## config.mk

```make
export PLATFORM = sky130hd
export DESIGN_NAME = rc_capacitance_timer_core
export DESIGN_NICKNAME = d
export VERILOG_FILES = /design/src/rtl/rct_pkg.sv /design/src/rtl/rct_csr.sv /design/src/rtl/rct_fsm.sv /design/src/rtl/rct_mult.sv /design/src/rtl/rc_capacitance_timer_core.sv
export SDC_FILE = /design/constraint.sdc
export NUM_CORES = 2
export LEC_CHECK = 0
export BUFFER_PORTS_ARGS = -buffer_cell sky130_fd_sc_hd__buf_2
export CORE_ASPECT_RATIO = 1.2
export CORE_UTILIZATION = 43
export CTS_CLUSTER_SIZE = 40
export DETAILED_ROUTE_END_ITERATION = 12
export HOLD_SLACK_MARGIN = 0.05
export MAX_ROUTING_LAYER = met4
export PLACE_DENSITY = 0.65
export SYNTH_ARGS = -nofsm -noshare
export SYNTH_HDL_FRONTEND = slang
export SYNTH_HIERARCHICAL = 1
export SYNTH_SLANG_ARGS = --single-unit
```

## constraint.sdc

```tcl
create_clock -name clock -period 7.7 [get_ports clock]
set_input_delay 0.77 -clock clock [delete_from_list [all_inputs] [get_ports clock]]
set_output_delay 0.77 -clock clock [all_outputs]
set_load 0.03 [all_outputs]
```

## src/rtl/rct_pkg.sv

```systemverilog
// Package for the RC capacitance timer: widths, reset values, codes and the
// request, response and inter-stage struct types.
// No dependencies; every other file of the block imports it.
`timescale 1ns / 1ps

package rct_pkg;

   // Field widths
   localparam int ADC_BITS   = 12;
   localparam int TICK_BITS  = 32;
   localparam int SCALE_BITS = 32;
   localparam int FRAC_BITS  = 16;
   localparam int CAP_BITS   = TICK_BITS + SCALE_BITS - FRAC_BITS;
   localparam int PROD_BITS  = TICK_BITS + SCALE_BITS;
   localparam int PHASE_BITS = 3;

   // Configuration port
   localparam int CSR_IDX_BITS  = 2;
   localparam int CSR_DATA_BITS = SCALE_BITS;

   typedef enum logic [CSR_IDX_BITS-1:0] {
      CSR_HIGH_THR  = 2'd0,
      CSR_LOW_THR   = 2'd1,
      CSR_CAP_SCALE = 2'd2
   } csr_idx_type;

   // Register reset values
   localparam logic [ADC_BITS-1:0]   HIGH_THR_RST  = ADC_BITS'(2482);
   localparam logic [ADC_BITS-1:0]   LOW_THR_RST   = ADC_BITS'(1241);
   localparam logic [SCALE_BITS-1:0] CAP_SCALE_RST = SCALE_BITS'(11439993);

   // Measurement phases
   typedef enum logic [PHASE_BITS-1:0] {
      PH_IDLE   = 3'd0,
      PH_WAIT   = 3'd1,
      PH_DISCH  = 3'd2,
      PH_CHARGE = 3'd3,
      PH_DONE   = 3'd4
   } phase_type;

   // Request function codes
   localparam logic FUNC_SAMPLE = 1'b0;
   localparam logic FUNC_START  = 1'b1;

   typedef struct packed {
      logic                 func;
      logic [ADC_BITS-1:0]  adc_sample;
      logic [TICK_BITS-1:0] tick_ms;
   } req_type;

   typedef struct packed {
      logic                  charge_drive;
      logic [PHASE_BITS-1:0] phase;
      logic                  done_res;
      logic [TICK_BITS-1:0]  elapsed_ms;
      logic [CAP_BITS-1:0]   capacitance_nf;
   } rsp_type;

   typedef struct packed {
      logic [ADC_BITS-1:0]   high_thr;
      logic [ADC_BITS-1:0]   low_thr;
      logic [SCALE_BITS-1:0] cap_scale;
   } cfg_type;

   // State stage to multiply stage
   typedef struct packed {
      logic                  charge_drive;
      logic [PHASE_BITS-1:0] phase;
      logic                  done_res;
      logic [TICK_BITS-1:0]  elapsed_ms;
      logic                  cap_upd;
   } stage_type;

endpackage

```

## src/rtl/rct_csr.sv

```systemverilog
// Configuration registers of the RC capacitance timer (thresholds, scale).
// Depends on rct_pkg.
`timescale 1ns / 1ps

module rct_csr (
   input  logic                                clock,
   input  logic                                reset,
   input  logic                                csr_we,
   input  logic [rct_pkg::CSR_IDX_BITS-1:0]    csr_idx,
   input  logic [rct_pkg::CSR_DATA_BITS-1:0]   csr_wdata,
   output rct_pkg::cfg_type                    cfg
);
   import rct_pkg::*;

   logic [ADC_BITS-1:0]   high_thr_ff;
   logic [ADC_BITS-1:0]   low_thr_ff;
   logic [SCALE_BITS-1:0] cap_scale_ff;

   // Register writes; unknown indexes are dropped
   always_ff @(posedge clock) begin
      if (reset) begin
         high_thr_ff  <= HIGH_THR_RST;
         low_thr_ff   <= LOW_THR_RST;
         cap_scale_ff <= CAP_SCALE_RST;
      end else if (csr_we) begin
         case (csr_idx_type'(csr_idx))
            CSR_HIGH_THR:  high_thr_ff  <= csr_wdata[ADC_BITS-1:0];
            CSR_LOW_THR:   low_thr_ff   <= csr_wdata[ADC_BITS-1:0];
            CSR_CAP_SCALE: cap_scale_ff <= csr_wdata[SCALE_BITS-1:0];
            default: ;
         endcase
      end
   end

   assign cfg.high_thr  = high_thr_ff;
   assign cfg.low_thr   = low_thr_ff;
   assign cfg.cap_scale = cap_scale_ff;

endmodule

```

## src/rtl/rct_fsm.sv

```systemverilog
// Input register and measurement state machine of the RC capacitance timer.
// Produces the per-request state snapshot for the multiply stage. Uses rct_pkg.
`timescale 1ns / 1ps

module rct_fsm (
   input  logic                clock,
   input  logic                reset,
   input  logic                req_valid,
   output logic                req_ready,
   input  rct_pkg::req_type    req_data,
   input  rct_pkg::cfg_type    cfg,
   output logic                st_valid,
   input  logic                st_ready,
   output rct_pkg::stage_type  st_data
);
   import rct_pkg::*;

   // Input register
   logic    in_vld_ff;
   req_type in_ff;

   // Measurement state
   phase_type            phase_ff, phase_in;
   logic [TICK_BITS-1:0] start_tick_ff, start_tick_in;
   logic                 drive_ff, drive_in;
   logic                 done_ff, done_in;
   logic [TICK_BITS-1:0] elapsed_ff, elapsed_in;
   logic                 cap_upd;

   // Stage register toward the multiplier
   logic      st_vld_ff;
   stage_type st_ff;

   logic step;

   // State advances when a request is held and the stage register can take the snapshot
   assign step      = in_vld_ff && (!st_vld_ff || st_ready);
   assign req_ready = !in_vld_ff || step;

   always_ff @(posedge clock) begin
      if (reset) begin
         in_vld_ff <= 1'b0;
      end else if (req_ready) begin
         in_vld_ff <= req_valid;
      end
   end

   always_ff @(posedge clock) begin
      if (req_ready && req_valid) begin
         in_ff <= req_data;
      end
   end

   // State register
   always_ff @(posedge clock) begin
      if (reset) begin
         phase_ff      <= PH_IDLE;
         start_tick_ff <= '0;
         drive_ff      <= 1'b0;
         done_ff       <= 1'b0;
         elapsed_ff    <= '0;
      end else begin
         phase_ff      <= phase_in;
         start_tick_ff <= start_tick_in;
         drive_ff      <= drive_in;
         done_ff       <= done_in;
         elapsed_ff    <= elapsed_in;
      end
   end

   // Next state: one request per step
   always_comb begin
      phase_in      = phase_ff;
      start_tick_in = start_tick_ff;
      drive_in      = drive_ff;
      done_in       = done_ff;
      elapsed_in    = elapsed_ff;
      cap_upd       = 1'b0;
      if (step) begin
         if (in_ff.func == FUNC_START) begin
            phase_in = PH_WAIT;
            done_in  = 1'b0;
         end else begin
            case (phase_ff)
               PH_WAIT: begin
                  drive_in = 1'b1;
                  if (in_ff.adc_sample > cfg.high_thr) phase_in = PH_DISCH;
               end
               PH_DISCH: begin
                  drive_in = 1'b0;
                  if (in_ff.adc_sample < cfg.low_thr) begin
                     phase_in      = PH_CHARGE;
                     drive_in      = 1'b1;
                     start_tick_in = in_ff.tick_ms;
                  end
               end
               PH_CHARGE: begin
                  // wrapping difference of the tick counter
                  if (in_ff.adc_sample > cfg.high_thr) begin
                     elapsed_in = in_ff.tick_ms - start_tick_ff;
                     cap_upd    = 1'b1;
                     phase_in   = PH_DONE;
                  end
               end
               PH_DONE: begin
                  done_in  = 1'b1;
                  phase_in = PH_IDLE;
               end
               default: phase_in = PH_IDLE;
            endcase
         end
      end
   end

   // Snapshot of the updated state
   always_ff @(posedge clock) begin
      if (reset) begin
         st_vld_ff <= 1'b0;
      end else if (!st_vld_ff || st_ready) begin
         st_vld_ff <= step;
      end
   end

   always_ff @(posedge clock) begin
      if (step) begin
         st_ff.charge_drive <= drive_in;
         st_ff.phase        <= phase_in;
         st_ff.done_res     <= done_in;
         st_ff.elapsed_ms   <= elapsed_in;
         st_ff.cap_upd      <= cap_upd;
      end
   end

   assign st_valid = st_vld_ff;
   assign st_data  = st_ff;

endmodule

```

## src/rtl/rct_mult.sv

```systemverilog
// Capacitance stage of the RC capacitance timer: elapsed times scale in Q16.16,
// the held capacitance value and the response register. Uses rct_pkg.
`timescale 1ns / 1ps

module rct_mult (
   input  logic                                clock,
   input  logic                                reset,
   input  logic                                st_valid,
   output logic                                st_ready,
   input  rct_pkg::stage_type                  st_data,
   input  logic [rct_pkg::SCALE_BITS-1:0]      cap_scale,
   output logic                                rsp_valid,
   input  logic                                rsp_ready,
   output rct_pkg::rsp_type                    rsp_data
);
   import rct_pkg::*;

   logic                 rsp_vld_ff;
   rsp_type              rsp_ff;
   logic [CAP_BITS-1:0]  cap_ff, cap_in;
   logic [PROD_BITS-1:0] product;
   logic                 move;

   assign st_ready = !rsp_vld_ff || rsp_ready;
   assign move     = st_valid && st_ready;

   // 32 x 32 product, drop the fraction bits
   assign product = PROD_BITS'(st_data.elapsed_ms) * PROD_BITS'(cap_scale);
   assign cap_in  = (move && st_data.cap_upd) ? product[PROD_BITS-1:FRAC_BITS] : cap_ff;

   // Last measured capacitance
   always_ff @(posedge clock) begin
      if (reset) begin
         cap_ff <= '0;
      end else begin
         cap_ff <= cap_in;
      end
   end

   // Response register
   always_ff @(posedge clock) begin
      if (reset) begin
         rsp_vld_ff <= 1'b0;
      end else if (st_ready) begin
         rsp_vld_ff <= st_valid;
      end
   end

   always_ff @(posedge clock) begin
      if (move) begin
         rsp_ff.charge_drive   <= st_data.charge_drive;
         rsp_ff.phase          <= st_data.phase;
         rsp_ff.done_res       <= st_data.done_res;
         rsp_ff.elapsed_ms     <= st_data.elapsed_ms;
         rsp_ff.capacitance_nf <= cap_in;
      end
   end

   assign rsp_valid = rsp_vld_ff;
   assign rsp_data  = rsp_ff;

endmodule

```

## src/rtl/rc_capacitance_timer_core.sv

```systemverilog
// Top level of the RC capacitance timer: configuration registers, state
// machine stage and capacitance stage. Depends on rct_pkg, rct_csr, rct_fsm, rct_mult.
//
// Usage:
//   req channel (req_valid/req_ready/req_data): func = start begins a measurement,
//   func = sample delivers one ADC code with its millisecond tick.
//   rsp channel (rsp_valid/rsp_ready/rsp_data): exactly one response per request,
//   in order: pin level, phase, sticky done flag, last elapsed time and last
//   capacitance in nF (elapsed * cap_scale >> 16).
//   csr port: csr_we writes csr_wdata to register csr_idx (0 high threshold,
//   1 low threshold, 2 scale); write only while no request is in flight.
// Path: the input register loads at the accepting edge, then the state stage
//   register, then the response register drives rsp_valid. Throughput: one
//   request per cycle while rsp_ready does not stall, set by the state update
//   and the one 32x32 multiplier in the last stage.
// Reset (synchronous, high): pipeline empty, phase idle, pin low, results zero,
//   registers at their default values.
// Stall: an rsp_ready held low backs up stage by stage; the two inner registers
//   still fill, so up to three requests are taken before req_ready drops.
`timescale 1ns / 1ps

module rc_capacitance_timer_core (
   input  logic                               clock,
   input  logic                               reset,
   input  logic                               req_valid,
   output logic                               req_ready,
   input  rct_pkg::req_type                   req_data,
   output logic                               rsp_valid,
   input  logic                               rsp_ready,
   output rct_pkg::rsp_type                   rsp_data,
   input  logic                               csr_we,
   input  logic [rct_pkg::CSR_IDX_BITS-1:0]   csr_idx,
   input  logic [rct_pkg::CSR_DATA_BITS-1:0]  csr_wdata
);
   import rct_pkg::*;

   cfg_type   cfg;
   logic      st_valid;
   logic      st_ready;
   stage_type st_data;

   rct_csr u_csr (
      .clock     (clock),
      .reset     (reset),
      .csr_we    (csr_we),
      .csr_idx   (csr_idx),
      .csr_wdata (csr_wdata),
      .cfg       (cfg)
   );

   rct_fsm u_fsm (
      .clock     (clock),
      .reset     (reset),
      .req_valid (req_valid),
      .req_ready (req_ready),
      .req_data  (req_data),
      .cfg       (cfg),
      .st_valid  (st_valid),
      .st_ready  (st_ready),
      .st_data   (st_data)
   );

   rct_mult u_mult (
      .clock     (clock),
      .reset     (reset),
      .st_valid  (st_valid),
      .st_ready  (st_ready),
      .st_data   (st_data),
      .cap_scale (cfg.cap_scale),
      .rsp_valid (rsp_valid),
      .rsp_ready (rsp_ready),
      .rsp_data  (rsp_data)
   );

endmodule

```

# Yosys cells after proc, flatten, opt, wreduce, memory -nomap -nowiden
# Index checks and enable logic that the tools add are counted.
[word_totals]
ff_bits = 344
latchBits = 0
ram_bits = 0
rom_bits = 0
inputBits = 84
out_inout_bits = 87
memories = 0
[classes]
add_sub_neg = 1
multipliers = 1
n_div = 0
n_lt_le_gt_ge = 2
n_eq_ne = 6
shift = 0
mux = 19
n_bitwise = 2
n_reduce_logical = 16
[ops]
columns = ["cell", "n"]
rows = [
  ["$mux 32", 4],
  ["$mul 32x32->64", 1],
  ["$mux 48", 1],
  ["$sub 32x32->32", 1],
  ["$mux 3", 5],
  ["$gt 12x12->1", 1],
  ["$lt 12x12->1", 1],
  ["$pmux 3 s3", 1],
  ["$mux 1", 7],
  ["$eq 3x2->1 const B", 2],
  ["$reduce_and 2->1", 3],
  ["$logic_and 1x1->1", 4],
  ["$reduce_and 4->1", 1],
  ["$eq 3x1->1 const B", 1],
  ["$eq 3x3->1 const B", 1],
  ["$logic_not 1->1", 3],
  ["$logic_or 1x1->1", 3],
  ["$eq 2x1->1 const B", 1],
  ["$eq 2x2->1 const B", 1],
  ["$logic_not 2->1", 1],
  ["$not 1->1", 2],
  ["$pmux 1 s2", 1],
  ["$reduce_or 2->1", 1],
]

# Depth between registers and ports, before layout
[logic_depth]
ltp_word = 6
ltp_mapped = 26

# By module
# Netlist, hierarchy kept.
[modules_own_cells]
columns = ["module", "instances", "cells_per_inst", "area_each_um2", "seq_area_each_um2"]
rows = [
  ["rct_mult", 1, 4097, 38353.0, 3533.4],
  ["rct_fsm", 1, 783, 7825.0, 3913.8],
  ["rct_csr", 1, 234, 2354.8, 1121.1],
]

# Worst setup path before layout
# Ideal clock, no wire load.
[synth_timing]
path_type = "register to register"
start = "register u_fsm.st_ff, in the netlist u_fsm/st_data[32]"
end = "register u_mult.rsp_ff, in the netlist u_mult/rsp_data[43] (data pin)"
setup_ps = 260
t_arrival_ps = 6926
required_time_ps = 7440
path_slack_ps = 514
path_stages_with_launch = 26
n_path_buf = 2
period_less_slack_ps = 7186
path_cell_list = "edfxtp_1 -> clkbuf_1 -> nand2_1 -> fa_1 -> inv_1 -> fa_1 -> fa_1 -> inv_1 -> fa_1 -> inv_1 -> fa_1 -> fa_1 -> fa_1 -> inv_1 -> fa_1 -> inv_1 -> ha_1 -> clkbuf_1 -> nand2_1 -> nor2_1 -> nand2_1 -> nor4_4 -> o2111ai_2 -> a2111oi_2 -> mux2i_1 -> nand2_1"
[synth_via]
elab_chain_cells = 2
[synth_rtl]
columns = ["element", "line", "text"]
rows = [
  ["start, declared", "rct_fsm.sv:32", "stage_type st_ff;"],
  ["$mul 32x32->64", "rct_mult.sv:28", "assign product = PROD_BITS'(st_data.elapsed_ms) * PROD_BITS'(cap_scale);"],
  ["$mux 48", "rct_mult.sv:29", "assign cap_in = (move && st_data.cap_upd) ? product[PROD_BITS-1:FRAC_BITS] : cap_ff;"],
  ["net u_mult.cap_in[43]", "rct_mult.sv:20", "logic [CAP_BITS-1:0] cap_ff, cap_in;"],
  ["end, declared", "rct_mult.sv:19", "rsp_type rsp_ff;"],
]
# The timed path passes the listed nets, and every way through them passes these cells.
# A chain may end at the register's enable or synchronous reset.

# Final worst setup path
[layout_timing]
start = "register u_fsm.st_ff, in the netlist u_fsm/st_data[17]"
end = "register u_mult.cap_ff[38]"
[layout_via]
elab_chain_cells = 2
[layout_rtl]
columns = ["element", "line", "text"]
rows = [
  ["$mul 32x32->64", "rct_mult.sv:28", ""],
  ["$mux 48", "rct_mult.sv:29", ""],
  ["net u_mult.cap_in[38]", "rct_mult.sv:20", ""],
  ["end signal, assigned", "rct_mult.sv:36", "cap_ff <= cap_in;"],
  ["end, declared", "rct_mult.sv:20", ""],
]
# The timed path passes the listed nets, and every way through them passes these cells.

==> impl_metrics.toml <==
[critical_path]
r2r_cells = 24
cp.arrival_ns = 8.12
worst_setup_path_start_kind = "flip-flop"
path_max_fanout = 15
slowest_delay_ns = 0.61
worst-setup-path-type = "reg -> reg"
cpMaxStageDelayCell = "fa_1"
end_kind = "flip-flop"
crit_chain = "buf_6, nand2_1, fa_1, fa_1, inv_1, fa_1, fa_1, fa_1, fa_1, fa_1, inv_1, fa_1, inv_1, ha_4, buf_4, nand4_1, or4_4, a2111oi_4, buf_4, nor4_4, buf_6, xnor2_1, mux2_4, and2_1"
crit_required_ns = 8.24
path_common_cell = "fa_1"

[clock_network]
htreeDepth = 2
clkLatencyLatePin_ns = 0.66
cts_root_buffer = "clkbuf_16"
ctsHoldBuffers = 0
cts_made_buffers = 43
cts_buffer_depth = 3
clk_pin_slew_worst_paths_ns = 0.07
cts.sinks = 344
cts_tree = "done"

[die]
die_h_um = 370
rows = 134
coreArea_sq_mm = 0.111
io_pins = 171
start_util_pct = 43.5
dieArea_sq_mm = 0.114
die_w_um = 309

[logic_synthesis]
syn_avg_cell_area_sq_um = 9.49
ys_ff_latch = 344
synth_edf_count = 168
ys_types = 105
synth_warnings = 6
seq_area_frac_synth_pct = 17.7
synthFlopType = "dfxtp_1"
synth_nets = 6408
async_flop_share_pct = 0
yosysTopAreaCell = "fa_1"
synth_top_area_share_pct = 37.0
synth_area_leaders = "fa_1, edfxtp_1, ha_1, and2_1, dfxtp_1"
netlist_area_sq_mm = 0.0485
syn_inst = 5114

[timing]
max_clock_freq_mhz = 132
relSlewSlack_pct = 23.0
final_hold_viol_count = 0
period_minus_slack_ns = 7.58
rsz0062_at_grt = "true"
worstMarginPinSlew_ns = 1.15
slew_violations = 0
fin_setup_tns_ns = 0
finClkSkew_ns = 0.0570
setup_violations = 0
fin_ws_ns = 0.118
fin_crit_sh_pct = 98.5

[placed_design]
io_buffers = 170
placed_area_sq_mm = 0.0525
gp_congestion = 0.938
hpwl_mm = 109
place_ws_ns = -0.192

[cells_and_area]
drive_above_1_share_pct = 12.0
layout_commonest_cell = "inv_1"
stdcell_area_sq_mm = 0.0547
area_growth_pct = 12.7
final_cell_mix = "inv_1, fa_1, nand2_1, and2_1, ha_1"
final_nets = 6616

[global_route]
grt_pass1_wl_mm = 212
grt_usage_pct = 24.9
grt_antenna_before_repair = 2
grt_pass1_vias = 37500
overflow = 0
grt_max_degree = 92

[routing]
num_vias = 36000
drcViolationCount = 0
ant_nets = 0
drt_iter0_drc = 2031
dr.pass1.iters = 8
avgViaCountPerCell = 5.25
wl_per_cell_um = 19.8
drt-total-wl_mm = 136

[min_path]
hold_depth = 1
holdCritPathClass = "in -> reg"

[run_status]
status = "finished clean"

[job]
maxCapViolCount = 0
through the flow:
step | hold WS [ns] | instances | util, %
final | 0.304 | 6854 | 49.1
after global routing | 0.277 | 6854 | 49.1
after detailed placement | 0.406 | 6746 | 47.1
after CTS | 0.268 | 6827 | 48.5
after floorplan | 0.400 | 5114 | -
after global placement | 0.408 | 6746 | 47.1
final timing paths:
kind	startpoint	end	slack [ns]
setup / recovery	u_fsm/st_data[17]	u_mult/cap_ff[38]	0.12
hold / removal	req_data[19]	u_fsm/in_ff[19]	0.30
setup reg to reg	u_fsm/st_data[17]	u_mult/cap_ff[38]	0.12
hold reg to reg	u_fsm/st_data[35]	u_mult/rsp_data[82]	0.42
flip-flops by register name, summed over array words and instances, names as in the netlist:
name	flops
u_mult/rsp_data	85
u_mult/cap_ff	48
u_fsm/in_ff	45
u_fsm/st_data	38
u_csr/cap_scale_ff	32
u_fsm/elapsed_ff	32
u_fsm/start_tick_ff	32
u_csr/high_thr_ff	12
u_csr/low_thr_ff	12
u_fsm/phase_ff	3
u_fsm/done_ff	1
u_fsm/drive_ff	1
u_fsm/in_vld_ff	1
u_fsm/st_valid	1
u_mult/rsp_valid	1
layout make-up:
type / count / area (sq um)
fill: 10500 / 56800
clock buffer: 52 / 1160
tap: 1496 / 1870
multi-input combinational: 3543 / 35500
inverter: 937 / 3520
antenna: 1 / 2.50
clock inverter: 28 / 358
sequential: 344 / 8580
timing repair buffer: 453 / 3650
logic make-up after synthesis:
logic type                 Yosys count  share of synthesized area, %
xor gates and xnor gates            47                         0.848
buffers and inverters             1227                          9.82
and+or+nand+nor                   1693                          17.8
muxes                              117                          2.44
adders and majority gates         1210                          45.1
AOI/OAI and AO/OA                  476                          6.35
DFF                                344                          17.7
critical path, delay by kind of cell, from the launching register on:
kind,cells,cell delay (ns)
buffers and inverters,7,0.93
XOR/XNOR,1,0.13
adder cells (fa/ha/maj),9,4.51
flip-flops,1,0.44
AND/OR/NAND/NOR,5,0.98
multiplexers,1,0.27
AO/OA/AOI/OAI,1,0.20
Yosys cell counts, drive strengths merged, types with 107 or more instances:
| master | count |
|---|---|
| inv | 937 |
| fa | 896 |
| nand2 | 624 |
| and2 | 620 |
| ha | 314 |
| clkbuf | 244 |
| dfxtp | 176 |
| edfxtp | 168 |
| nor2 | 168 |
| a21oi | 157 |
| o21ai | 120 |
| mux2i | 107 |
repair_timing:
item,in CTS,in global routing
resized for setup,9,90
cloned,0,2
buffers inserted,1,24
setup endpoints to repair,16,55
pin swaps,1,26
metal layers:
layer,up-vias,global-route usage [%],wire length (um)
met3,338,2.64,5800
met1,18500,27.5,49500
met2,1023,44.1,72200
li1,16200,-,-
met5,-,-,0
met4,0,13.2,8520
Power is not shown: default switching activity piles up to over one toggle a cycle in this logic, so the estimate is an artifact.
